--- src/hw/rtl/cfp_pkg.sv ---
// shared types and constants of the pair contact force pipeline
`default_nettype none

package cfp_pkg;

  localparam int unsigned FIX_W = 32;            // signed q16.16 fields
  localparam int unsigned POS_W = 31;            // unsigned q15.16 fields
  localparam int unsigned DIF_W = POS_W + 2;     // difference of two signed fields
  localparam int unsigned MAG_W = FIX_W;         // magnitude of such a difference
  localparam int unsigned SQ_W  = 2 * FIX_W;     // sum of squares
  localparam int unsigned RR_W  = FIX_W;         // integer square root
  localparam int unsigned QE_W  = POS_W;         // unit normal magnitude, q1.30

  localparam int unsigned FOLD_LAT  = MAG_W + 1;
  localparam int unsigned ISQRT_LAT = RR_W;
  localparam int unsigned DIV_LAT   = QE_W;
  localparam int unsigned FORCE_LAT = 6;
  localparam int unsigned PIPE_LAT  = 4 + FOLD_LAT + ISQRT_LAT + DIV_LAT + FORCE_LAT;

  localparam logic [POS_W-1:0] BOX_RESET = 31'd65536;

  typedef enum logic {
    CFG_BOX_WIDTH  = 1'b0,
    CFG_BOX_HEIGHT = 1'b1
  } cfg_reg_e;

  typedef struct packed {
    cfg_reg_e         index;
    logic [POS_W-1:0] value;
  } cfg_t;

  typedef struct packed {
    logic signed [FIX_W-1:0] a_pos_x;
    logic signed [FIX_W-1:0] a_pos_y;
    logic signed [FIX_W-1:0] b_pos_x;
    logic signed [FIX_W-1:0] b_pos_y;
    logic signed [FIX_W-1:0] a_vel_x;
    logic signed [FIX_W-1:0] a_vel_y;
    logic signed [FIX_W-1:0] b_vel_x;
    logic signed [FIX_W-1:0] b_vel_y;
    logic [POS_W-1:0]        radius_sum;
    logic [POS_W-1:0]        stiffness_sum;
    logic [POS_W-1:0]        damping_sum;
    logic [1:0]              free_flags;
  } pair_t;

  typedef struct packed {
    logic                    in_contact;
    logic signed [FIX_W-1:0] a_force_x;
    logic signed [FIX_W-1:0] a_force_y;
    logic signed [FIX_W-1:0] b_force_x;
    logic signed [FIX_W-1:0] b_force_y;
  } force_t;

  typedef struct packed {
    logic [QE_W-1:0]         qx;
    logic [QE_W-1:0]         qy;
    logic                    neg_x;
    logic                    neg_y;
    logic signed [DIF_W-1:0] dvx;
    logic signed [DIF_W-1:0] dvy;
    logic [POS_W-1:0]        xi;
    logic [POS_W-1:0]        stiffness_sum;
    logic [POS_W-1:0]        damping_sum;
    logic [1:0]              free_flags;
    logic                    in_contact;
  } force_in_t;

endpackage

`default_nettype wire

--- src/hw/rtl/cfp_div.sv ---
// pipelined restoring divider for the unit normal, one quotient bit per stage
`default_nettype none

module cfp_div (
  input  logic                        clk_i,
  input  logic                        en_i,
  input  logic [cfp_pkg::QE_W-1:0]    num_i,
  input  logic [cfp_pkg::QE_W-1:0]    den_i,
  output logic [cfp_pkg::QE_W-1:0]    q_o
);

  localparam int unsigned QW = cfp_pkg::QE_W;
  localparam int unsigned RW = QW + 1;

  logic [QW-1:0] q_q   [QW];
  logic [RW-1:0] rem_q [QW-1];
  logic [QW-1:0] den_q [QW-1];

  // quotient of num * 2^30 / den, num not above den
  for (genvar j = 0; j < QW; j++) begin : g_step
    logic [RW-1:0] rem_in;
    logic [QW-1:0] q_in;
    logic [QW-1:0] den_in;
    logic          bit_in;
    logic [RW-1:0] rem_sh;
    logic          take;
    if (j == 0) begin : g_first
      assign rem_in = {2'b00, num_i[QW-1:1]};
      assign q_in   = '0;
      assign den_in = den_i;
      assign bit_in = num_i[0];
    end else begin : g_next
      assign rem_in = rem_q[j-1];
      assign q_in   = q_q[j-1];
      assign den_in = den_q[j-1];
      assign bit_in = 1'b0;
    end
    assign rem_sh = {rem_in[RW-2:0], bit_in};
    assign take   = rem_sh >= {1'b0, den_in};
    always_ff @(posedge clk_i) begin
      if (en_i) begin
        q_q[j] <= {q_in[QW-2:0], take};
      end
    end
    if (j < QW - 1) begin : g_keep
      always_ff @(posedge clk_i) begin
        if (en_i) begin
          rem_q[j] <= take ? (rem_sh - {1'b0, den_in}) : rem_sh;
          den_q[j] <= den_in;
        end
      end
    end
  end

  assign q_o = q_q[QW-1];

endmodule

`default_nettype wire

--- config.mk ---
export PLATFORM = sky130hd
export DESIGN_NAME = cfp_div
export DESIGN_NICKNAME = d
export VERILOG_FILES = /design/src/hw/rtl/cfp_pkg.sv /design/src/hw/rtl/cfp_div.sv
export SDC_FILE = /design/constraint.sdc
export NUM_CORES = 2
export LEC_CHECK = 0
export BUFFER_PORTS_ARGS = -buffer_cell sky130_fd_sc_hd__buf_2
export CAP_MARGIN = 15
export CORE_ASPECT_RATIO = 1.2
export CORE_MARGIN = 1
export CORE_UTILIZATION = 60
export DETAILED_ROUTE_END_ITERATION = 7
export PLACE_DENSITY = 0.76
export SLEW_MARGIN = 20
export SYNTH_ARGS = -nofsm -noshare
export SYNTH_HDL_FRONTEND = slang
export SYNTH_SLANG_ARGS = --single-unit
export TNS_END_PERCENT = 50
--- constraint.sdc ---
create_clock -name clk_i -period 4 [get_ports clk_i]
set_input_delay 0 -clock clk_i [delete_from_list [all_inputs] [get_ports clk_i]]
set_output_delay 0 -clock clk_i [all_outputs]
set_load 0.005 [all_outputs]
==> flow_metrics.tcl <==
set metrics [dict create \
    outcome "complete, no violations" \
    clk_pin_slew_ns 0.07 \
    synth_edf_count 2356 \
    cp_max_fo 5 \
    cp-start-kind "flip-flop" \
    antenna_found_initial 1 \
    ys_ff_latch 2356 \
    cp.required_ns 4.65 \
    yosysMostFrequentCell "edfxtp_1" \
    worst_slack_ns 0.0947 \
    syn_inst 11263 \
    synth_cell_types 89 \
    dieHeight_um 512 \
    start_util_pct 60.6 \
    stdcell_count 14683 \
    p_per_area_mw_per_mm2 834 \
    wl_per_cell_um 20.3 \
    setup_violations 0 \
    grt_first_pass_wirelength_um 467000 \
    die_x_um 427 \
    holdPathStages 4 \
    synthToLayoutAreaGrowth_pct 11.7 \
    ir_drop_v 0.000531 \
    period_share_pct 97.6 \
    htreeDepth 4 \
    overflow 0 \
    drt_pass1_iterations 6 \
    clock-sinks 2356 \
    worstRegToRegCells 14 \
    dp_hpwl_um 218000 \
    synthFlopType "edfxtp_1" \
    path_class "reg2reg" \
    dp_slack_ns -0.0152 \
    max_slew_margin_pct 19.7 \
    synth_top_area_share_pct 54.4 \
    fin_skew_ns 0.0662 \
    post-route-drc-count 0 \
    io_pins 95 \
    fmax_mhz 256 \
    reg2reg_setup_slack_ns 0.09 \
    endpoint_kind "flip-flop" \
    core_region_area_mm2 0.215 \
    dieArea_mm2 0.219 \
    arrival_ns 4.55 \
    dp.cells 14090 \
    grt_usage_pct 26.9 \
    ant_nets 0 \
    max-cap-violations 0 \
    layout_min_cycle_time_ns 3.91 \
    cts_max_path_buffers 3 \
    synth_area_leaders "edfxtp_1 (54%), ha_1 (9.2%), a21oi_1 (3.6%)" \
    synth.cell_area_mm2 0.130 \
    hp-class "in2reg" \
    finalWirelength_um 297000 \
    hold_viol 0 \
    synthTopCellsByCount "edfxtp_1 (2356), inv_1 (1159), ha_1 (960)" \
    insertion_delay_ns 0.91 \
    avgSynthCellArea_um2 11.5 \
    slew_violations 0 \
    grt_max_degree 185 \
    multi_input_area_mm2 0.0544 \
    num-fill-cells 15417 \
    first_iter_violations 6310 \
    drive_above_1_share_pct 9.68 \
    nets 12715 \
    leakage_uw 0.0597 \
    gp_congestion 0.951 \
    routed-via-count 88089 \
    io_buffers 94 \
    seq_area_frac_synth_pct 54.4 \
    tightest_slew_ns 1.20 \
    root_buffer "clkbuf_16" \
    synth_top_cell_by_area "edfxtp_1" \
    final.setup.tns_ns 0 \
    cts_tree "yes" \
    synth_nets 12317 \
    grt_pass1_vias 87687 \
    seq_area_mm2 0.0707 \
    viasPerCell 6.00 \
    async_flop_share_pct 0 \
    yosys_warnings 0 \
    row_count 186 \
    cts_buffers 228 \
]
[cell type report]
type	instances	area share (%)
antenna	1	0.00172
clock buffer	255	4.00
clock inverter	176	1.75
inverter	1160	3.00
multi-input combinational	7515	37.5
sequential	2356	48.7
tap	2820	2.43
timing repair buffer	400	2.63
[layer usage]
layer  vias to the layer above  global-route usage, %  share of wire [%]  routed length (um)
li1                      42114                      -                  -                   -
met1                     42503                   30.4                 38              113000
met2                      2564                   49.5                 53              157000
met3                       908                   3.34                4.0               12000
met4                         0                   13.4                5.4               16000
met5                         -                      0                  0                   0
[cell families after synthesis]
group           after synthesis  synth area share, %
mux                         418                 3.61
xor+xnor                    813                 5.48
fa+ha+maj                   990                 9.70
simple gates               2233                 8.12
flops                      2356                 54.4
buf+inv                    1393                 4.09
compound gates             3060                 14.6
[report_power, final]
group | leakage (uW) | total [uW] | switching [uW] | internal, uW
logic | 0.0326 | 55700 | 30600 | 25100
registers | 0.0231 | 41700 | 4810 | 36900
clock network | 0.00399 | 23600 | 9680 | 13900
[metrics by stage]
| stage | util, % | hold WS, ns | cell area (um2) | total power (uW) |
|---|---|---|---|---|
| after floorplan | - | 0.0989 | 130000 | 81200 |
| after global placement | 62.9 | 0.192 | 135000 | 94600 |
| after detailed placement | 62.9 | 0.194 | 135000 | 96200 |
| after CTS | 67.5 | 0.0790 | 145000 | 121000 |
| after global routing | 67.7 | 0.154 | 145000 | 129000 |
| final | 67.7 | 0.191 | 145000 | 121000 |
[sequential cells by signal (all words and copies together), names as in the netlist]
name and count:
den_q 930, rem_q 930, q_q 496
[cells in the final DEF (no fill, tap or decap), drive strengths merged, types with 30 or more instances in the layout]
master and instances:
and2 44, nand4 135, nand2b 113, o21a 122, inv 1171, and3 95, nand2 785, bufinv 52
a21oi 936, nor3 102, clkinv 94, xor2 328, o21bai 122, dlygate4sd3 146, a21o 507, nor2 513
a211oi 64, nor2b 136, xnor2 485, o211ai 42, or3 33, buf 250, a31oi 104, ha 960
nand3 166, fa 30, o21ai 817, clkbuf 258, edfxtp 2356, mux2 408, o31ai 50
[what timing repair did]
action                                  in CTS  in global routing
hold endpoints to repair                   674                  0
endpoints found under the setup margin      15                293
gates resized for setup                      3                 49
hold buffers                               146                  0
pin swaps                                    1                 12
buffers inserted                             0                 10
cloned                                       0                  5
[path summary, 6_finish.rpt]
path	start	end
setup / recovery	den_q[1][125]	rem_q[1][186]
hold / removal	num_i[0]	rem_q[0][0]
setup reg to reg	den_q[1][125]	rem_q[1][186]
hold reg to reg	q_q[1][171]	q_q[1][203]
[worst max-delay path, stage by stage, from the launching register on]
cell and delay [ns]:
edfxtp_1 0.43, inv_1 0.10, fa_1 0.41, a21o_1 0.21
a21o_1 0.21, a211oi_1 0.41, o211ai_1 0.16, and2_1 0.23
a211oi_1 0.32, o21ai_0 0.19, a21o_1 0.24, a211oi_1 0.26
buf_4 0.18, xnor2_1 0.05, mux2_2 0.27
No activity file was read; power rests on OpenSTA's default activity.
