`src/hw/rtl/cfp_pkg.sv`:
```
// shared types and constants of the pair contact force pipeline
`default_nettype none

package cfp_pkg;

  localparam int unsigned FIX_W = 32;            // signed q16.16 fields
  localparam int unsigned POS_W = 31;            // unsigned q15.16 fields
  localparam int unsigned DIF_W = POS_W + 2;     // difference of two signed fields
  localparam int unsigned MAG_W = FIX_W;         // magnitude of such a difference
  localparam int unsigned SQ_W  = 2 * FIX_W;     // sum of squares
  localparam int unsigned RR_W  = FIX_W;         // integer square root
  localparam int unsigned QE_W  = POS_W;         // unit normal magnitude, q1.30

  localparam int unsigned FOLD_LAT  = MAG_W + 1;
  localparam int unsigned ISQRT_LAT = RR_W;
  localparam int unsigned DIV_LAT   = QE_W;
  localparam int unsigned FORCE_LAT = 6;
  localparam int unsigned PIPE_LAT  = 4 + FOLD_LAT + ISQRT_LAT + DIV_LAT + FORCE_LAT;

  localparam logic [POS_W-1:0] BOX_RESET = 31'd65536;

  typedef enum logic {
    CFG_BOX_WIDTH  = 1'b0,
    CFG_BOX_HEIGHT = 1'b1
  } cfg_reg_e;

  typedef struct packed {
    cfg_reg_e         index;
    logic [POS_W-1:0] value;
  } cfg_t;

  typedef struct packed {
    logic signed [FIX_W-1:0] a_pos_x;
    logic signed [FIX_W-1:0] a_pos_y;
    logic signed [FIX_W-1:0] b_pos_x;
    logic signed [FIX_W-1:0] b_pos_y;
    logic signed [FIX_W-1:0] a_vel_x;
    logic signed [FIX_W-1:0] a_vel_y;
    logic signed [FIX_W-1:0] b_vel_x;
    logic signed [FIX_W-1:0] b_vel_y;
    logic [POS_W-1:0]        radius_sum;
    logic [POS_W-1:0]        stiffness_sum;
    logic [POS_W-1:0]        damping_sum;
    logic [1:0]              free_flags;
  } pair_t;

  typedef struct packed {
    logic                    in_contact;
    logic signed [FIX_W-1:0] a_force_x;
    logic signed [FIX_W-1:0] a_force_y;
    logic signed [FIX_W-1:0] b_force_x;
    logic signed [FIX_W-1:0] b_force_y;
  } force_t;

  typedef struct packed {
    logic [QE_W-1:0]         qx;
    logic [QE_W-1:0]         qy;
    logic                    neg_x;
    logic                    neg_y;
    logic signed [DIF_W-1:0] dvx;
    logic signed [DIF_W-1:0] dvy;
    logic [POS_W-1:0]        xi;
    logic [POS_W-1:0]        stiffness_sum;
    logic [POS_W-1:0]        damping_sum;
    logic [1:0]              free_flags;
    logic                    in_contact;
  } force_in_t;

endpackage

`default_nettype wire

```
`src/hw/rtl/cfp_fold.sv`:
```
// pipelined minimum image fold of one axis, one remainder bit per stage
`default_nettype none

module cfp_fold (
  input  logic                                 clk_i,
  input  logic                                 en_i,
  input  logic signed [cfp_pkg::DIF_W-1:0]     d_i,
  input  logic        [cfp_pkg::POS_W-1:0]     len_i,
  output logic signed [cfp_pkg::DIF_W-1:0]     m_o
);

  localparam int unsigned DW = cfp_pkg::DIF_W;
  localparam int unsigned MW = cfp_pkg::MAG_W;
  localparam int unsigned PW = cfp_pkg::POS_W;
  localparam int unsigned SW = cfp_pkg::SQ_W;

  logic        [MW-1:0] rem_q [MW];
  logic signed [DW-1:0] d_q   [MW];
  logic        [MW-1:0] r;
  logic        [PW-1:0] m0;
  logic                 neg;
  logic signed [DW-1:0] m_d;
  logic signed [DW-1:0] m_q;

  for (genvar j = 0; j < MW; j++) begin : g_step
    logic        [MW-1:0] rem_in;
    logic signed [DW-1:0] d_in;
    logic        [SW-1:0] sub;
    if (j == 0) begin : g_first
      assign d_in   = d_i;
      assign rem_in = d_i[DW-1] ? MW'(-d_i) : d_i[MW-1:0];
    end else begin : g_next
      assign d_in   = d_q[j-1];
      assign rem_in = rem_q[j-1];
    end
    assign sub = {{(SW-PW){1'b0}}, len_i} << (MW - 1 - j);
    always_ff @(posedge clk_i) begin
      if (en_i) begin
        d_q[j] <= d_in;
        if ({{(SW-MW){1'b0}}, rem_in} >= sub) begin
          rem_q[j] <= rem_in - sub[MW-1:0];
        end else begin
          rem_q[j] <= rem_in;
        end
      end
    end
  end

  // floor remainder, then fold into (-len/2, len/2]
  always_comb begin
    r   = rem_q[MW-1];
    neg = d_q[MW-1][DW-1];
    m0  = r[PW-1:0];
    if (neg && (r != '0)) begin
      m0 = len_i - r[PW-1:0];
    end
    if ({m0, 1'b0} > {1'b0, len_i}) begin
      m_d = {2'b00, m0} - {2'b00, len_i};
    end else begin
      m_d = {2'b00, m0};
    end
    if (len_i == '0) begin
      m_d = d_q[MW-1];
    end
  end

  always_ff @(posedge clk_i) begin
    if (en_i) begin
      m_q <= m_d;
    end
  end

  assign m_o = m_q;

endmodule

`default_nettype wire

```
`config.mk`:
```
export PLATFORM = sky130hd
export DESIGN_NAME = cfp_fold
export DESIGN_NICKNAME = d
export VERILOG_FILES = /design/src/hw/rtl/cfp_pkg.sv /design/src/hw/rtl/cfp_fold.sv
export SDC_FILE = /design/constraint.sdc
export NUM_CORES = 2
export LEC_CHECK = 0
export BUFFER_PORTS_ARGS = -buffer_cell sky130_fd_sc_hd__buf_4
export CAP_MARGIN = 20
export CORE_ASPECT_RATIO = 1.2
export CORE_MARGIN = 4
export CORE_UTILIZATION = 45
export CTS_CLUSTER_DIAMETER = 60
export DETAILED_ROUTE_END_ITERATION = 8
export PLACE_DENSITY = 0.6
export SLEW_MARGIN = 15
export SYNTH_ARGS = -nofsm -noshare
export SYNTH_HDL_FRONTEND = slang
export SYNTH_SLANG_ARGS = --single-unit
```
`constraint.sdc`:
```
create_clock -name clk_i -period 7.1 [get_ports clk_i]
set_input_delay 0.71 -clock clk_i [delete_from_list [all_inputs] [get_ports clk_i]]
set_output_delay 0.71 -clock clk_i [all_outputs]
set_load 0.005 [all_outputs]
```
==> flow_metrics.env <==
export IMPL_timing_setup_tns_ns=0
export IMPL_area_growth_pct=12.04
export IMPL_synth_top_cells_by_area="edfxtp_1 (64%), ha_1 (7.8%), mux2_2 (3.2%)"
export IMPL_worst_setup_path_end_kind="flop"
export IMPL_whs_path_depth=1
export IMPL_r2r_setup_slack_ns=1.15
export IMPL_synth_yosys_seq_area_share=0.6392
export IMPL_grt_max_degree=180
export IMPL_syn_inst=7149
export IMPL_finalSetupViolCount=0
export IMPL_timing_rr_end="m_o[31]$_DFFE_PP_"
export IMPL_synthDistinctLibCells=93
export IMPL_p_comb_frac=0.261
export IMPL_synthesis_area_um2=99260
export IMPL_post_place_ws_ns=0.6716
export IMPL_met3_usage=0.02541
export IMPL_grt_use_total=0.1994
export IMPL_dr_pass1_iters=5
export IMPL_viasPerCell=5.589
export IMPL_hold_end="rem_q[0][0]$_DFFE_PP_"
export IMPL_stdcell_count=10570
export IMPL_postPlaceCellArea_um2=104300
export IMPL_crit_path_cell_trace="inv_1 > ha_1 > a21o_1 > a2111oi_0 > a41oi_1 > a221o_1 > a31oi_1 > o21ai_0 > xnor2_1 > o21ai_0 > ha_1 > a21oi_1 > o21ai_0 > a2111oi_0 > o211ai_1 > o211ai_1 > nand2_2 > buf_4 > and4_1 > a21o_1"
export IMPL_hp_start="d_i[0]"
export IMPL_met2_usage=0.3467
export IMPL_period_share=0.8379
export IMPL_worstSkewPairLatency_ns=0.88
export IMPL_synth_nets=7866
export IMPL_p_sw_frac=0.2983
export IMPL_avgSynthCellArea_um2=13.88
export IMPL_rows=188
export IMPL_fmax_ghz=0.1681
export IMPL_wl_um=231600
export IMPL_r2r_start="rem_q[1][490]$_DFFE_PP_"
export IMPL_globalplace_congestion=0.9213
export IMPL_p_int_w=0.02604
export IMPL_rsz0062_at_grt="false"
export IMPL_hold_path_class="in -> reg"
export IMPL_grt_pass1_wl_um=349700
export IMPL_worstPathArrival_ns=6.58
export IMPL_die_area_um2=228200
export IMPL_ios=99
export IMPL_peakVddDrop_mv=0.2154
export IMPL_synth_top_area_cell="edfxtp_1"
export IMPL_antenna_found_initial=20
export IMPL_p_leak_nw=41.46
export IMPL_postLayoutCellArea_um2=111200
export IMPL_chipHeight_um=522.5
export IMPL_clock_skew_ns=0.06129
export IMPL_drc=0
export IMPL_slowest_stage="a2111oi_0"
export IMPL_synth_top_flop_cell="edfxtp_1"
export IMPL_whs_ns=0.07755
export IMPL_cts_tree="yes"
export IMPL_grt_pass1_vias=58750
export IMPL_grt_overflow=0
export IMPL_final_layout_size_suffix_gt1_frac=0.1156
export IMPL_yosysTopAreaCellShare=0.6392
export IMPL_yosysMostFrequentCell="edfxtp_1"
export IMPL_cts_root_buf="clkbuf_16"
export IMPL_dp_cells=10160
export IMPL_seqCellArea_um2=63450
export IMPL_clockPowerShare=0.295
export IMPL_p_sw_w=0.01107
export IMPL_clock_sinks=2113
export IMPL_ys_warn_count=0
export IMPL_critical_path_max_stage_delay_ns=0.65
export IMPL_synthArstFlopShare=0
export IMPL_power_density_nw_per_um2=333.8
export IMPL_vias=59080
export IMPL_io_buffers=98
export IMPL_nets=8170
export IMPL_drv_slew=0
export IMPL_max_cap_violations=0
export IMPL_setup_ws_ns=1.151
export IMPL_worst_pin_slew_ns=1.074
export IMPL_reg2reg_depth=20
export IMPL_slew_headroom=0.2799
export IMPL_synth_seq_cells=2113
export IMPL_seqPwrFrac=0.444
export IMPL_cp_common_cell="o21ai_0"
export IMPL_initial_core_util=0.4533
export IMPL_worstSetupPathType="reg -> reg"
export IMPL_cts_path_max_buffers=4
export IMPL_finalCriticalPeriod_ns=5.949
export IMPL_synth_edff_count=2113
export IMPL_coreArea_um2=219000
export IMPL_critPathLaunchType="flop"
export IMPL_clk_pin_slew_worst_paths_ns=0.07
export IMPL_ctsResizeCount=0
export IMPL_grt_busiest_layer="met2"
export IMPL_multi_input_area_um2=34300
export IMPL_ant_nets=0
export IMPL_ctsHtreeMaxLevel=4
export IMPL_hold_violations=0
export IMPL_dieWidth_um=436.7
export IMPL_synthTopCellsByCount="edfxtp_1 (2113), ha_1 (619), a21oi_1 (460)"
export IMPL_grtUsageMet1=0.2438
export IMPL_status="finished, final reports clean"
export IMPL_nFillCells=18370
export IMPL_worstPathRequired_ns=7.74
export IMPL_dpl_hpwl_um=165600
export IMPL_avgRoutedWirePerCell_um=21.91
export IMPL_drt_iter0_markers=4335
export IMPL_critPathMaxFanout=31
export IMPL_cts_buffers_inserted=221
worst max path at each step:
stage	from	end	slack (ns)	cells after the start
detailed placement	len_i[10]	m_o[32]$_DFFE_PP_	0.67	20
finish	rem_q[1][490]$_DFFE_PP_	m_o[31]$_DFFE_PP_	1.15	20
CTS	rem_q[1][490]$_DFFE_PP_	m_o[26]$_DFFE_PP_	1.21	20
floorplan	len_i[0]	m_o[31]$_DFFE_PP_	1.64	23
global placement	len_i[10]	m_o[31]$_DFFE_PP_	0.61	20
global route	rem_q[1][480]$_DFFE_PP_	m_o[0]$_DFFE_PP_	0.55	23
layout make-up:
class / count / area share
flip-flops and latches: 2113 / 0.5705
multi-input cells: 4607 / 0.3084
clock buffers: 262 / 0.05130
well taps: 2945 / 0.03313
repair buffers: 223 / 0.01701
clock inverters: 128 / 0.009810
inverters: 287 / 0.009687
diodes: 5 / 0.0001125
per-layer routing:
| metal | part of all wire | vias to the layer above |
|---|---|---|
| li1 | - | 28100 |
| met1 | 0.41 | 29040 |
| met2 | 0.50 | 1387 |
| met3 | 0.040 | 557 |
| met4 | 0.056 | 2 |
| met5 | 0.000056 | - |
power by group through the flow:
stage / combinational, W / sequential [W] / clock [W]
6_report: 0.00970 / 0.0165 / 0.0109
3_5_place_dp: 0.00959 / 0.0167 / 0
4_1_cts: 0.00969 / 0.0165 / 0.0113
2_1_floorplan: 0.00716 / 0.0162 / 0
5_1_grt: 0.0108 / 0.0166 / 0.0118
3_3_place_gp: 0.00945 / 0.0167 / 0
per-stage QoR:
step | utilization | power [W]
after floorplan | - | 0.02338
after global placement | 0.4760 | 0.02616
after detailed placement | 0.4761 | 0.02631
after CTS | 0.5077 | 0.03746
after global routing | 0.5078 | 0.03918
final | 0.5078 | 0.03712
cells in the final DEF, fill, tap and decap left out, types with 17 or more instances in the layout:
cell	synthesis	routed
clkbuf_1	125	40
nand2_1	386	385
clkinv_2	0	32
a31oi_1	56	53
nand3_1	72	71
nand4_1	105	105
clkinv_1	0	42
a21o_1	229	229
mux2_2	279	279
o21bai_1	63	63
nand4b_1	23	23
and3_1	26	26
xnor2_1	291	291
o31ai_1	36	33
edfxtp_1	2113	2113
nor3_1	84	84
buf_4	0	195
ha_1	619	619
o21a_1	62	62
o21ai_0	422	419
a211oi_1	39	39
nand2b_1	79	79
clkbuf_16	0	222
o211ai_1	23	23
clkinvlp_4	0	17
xor2_1	186	186
a21oi_1	460	458
inv_1	287	283
nor4_1	126	126
fa_1	32	32
and2_1	19	19
a21boi_0	43	43
mux2i_1	65	65
or3_1	23	23
or2_2	31	31
or4_1	29	29
nor2_1	372	372
nor2b_1	90	90
critical path, delay by kind of cell, from the launching register on:
| family | cells | cell delay (ns) |
|---|---|---|
| AO/OA/AOI/OAI | 13 | 3.86 |
| XOR/XNOR | 1 | 0.14 |
| adder cells (fa/ha/maj) | 2 | 0.70 |
| buffers and inverters | 2 | 0.37 |
| flip-flops | 1 | 0.37 |
| AND/OR/NAND/NOR | 2 | 0.32 |
flip-flops by register name (all words and copies together), names as in the netlist:
signal and flops:
d_q 1056, rem_q 1024, m_o 33
kinds of logic (layout without fill, tap and decap cells):
logic type / Yosys count / count (layout) / share of synthesized area
AO/OA/AOI/OAI: 1601 / 1601 / 0.1011
XOR/XNOR: 477 / 477 / 0.04209
adder cells (fa/ha/maj): 651 / 651 / 0.08448
buffers and inverters: 429 / 900 / 0.01636
flip-flops: 2113 / 2113 / 0.6392
multiplexers: 349 / 349 / 0.03877
other: 0 / 5 / 0
AND/OR/NAND/NOR: 1529 / 1529 / 0.07801
what timing repair did:
item | 4_1_cts | 5_1_grt
endpoints found under the hold margin | 14 | 0
buffers inserted | 0 | 0
hold buffers | 14 | 0
Note: power is estimated with default switching activity, not from simulation.
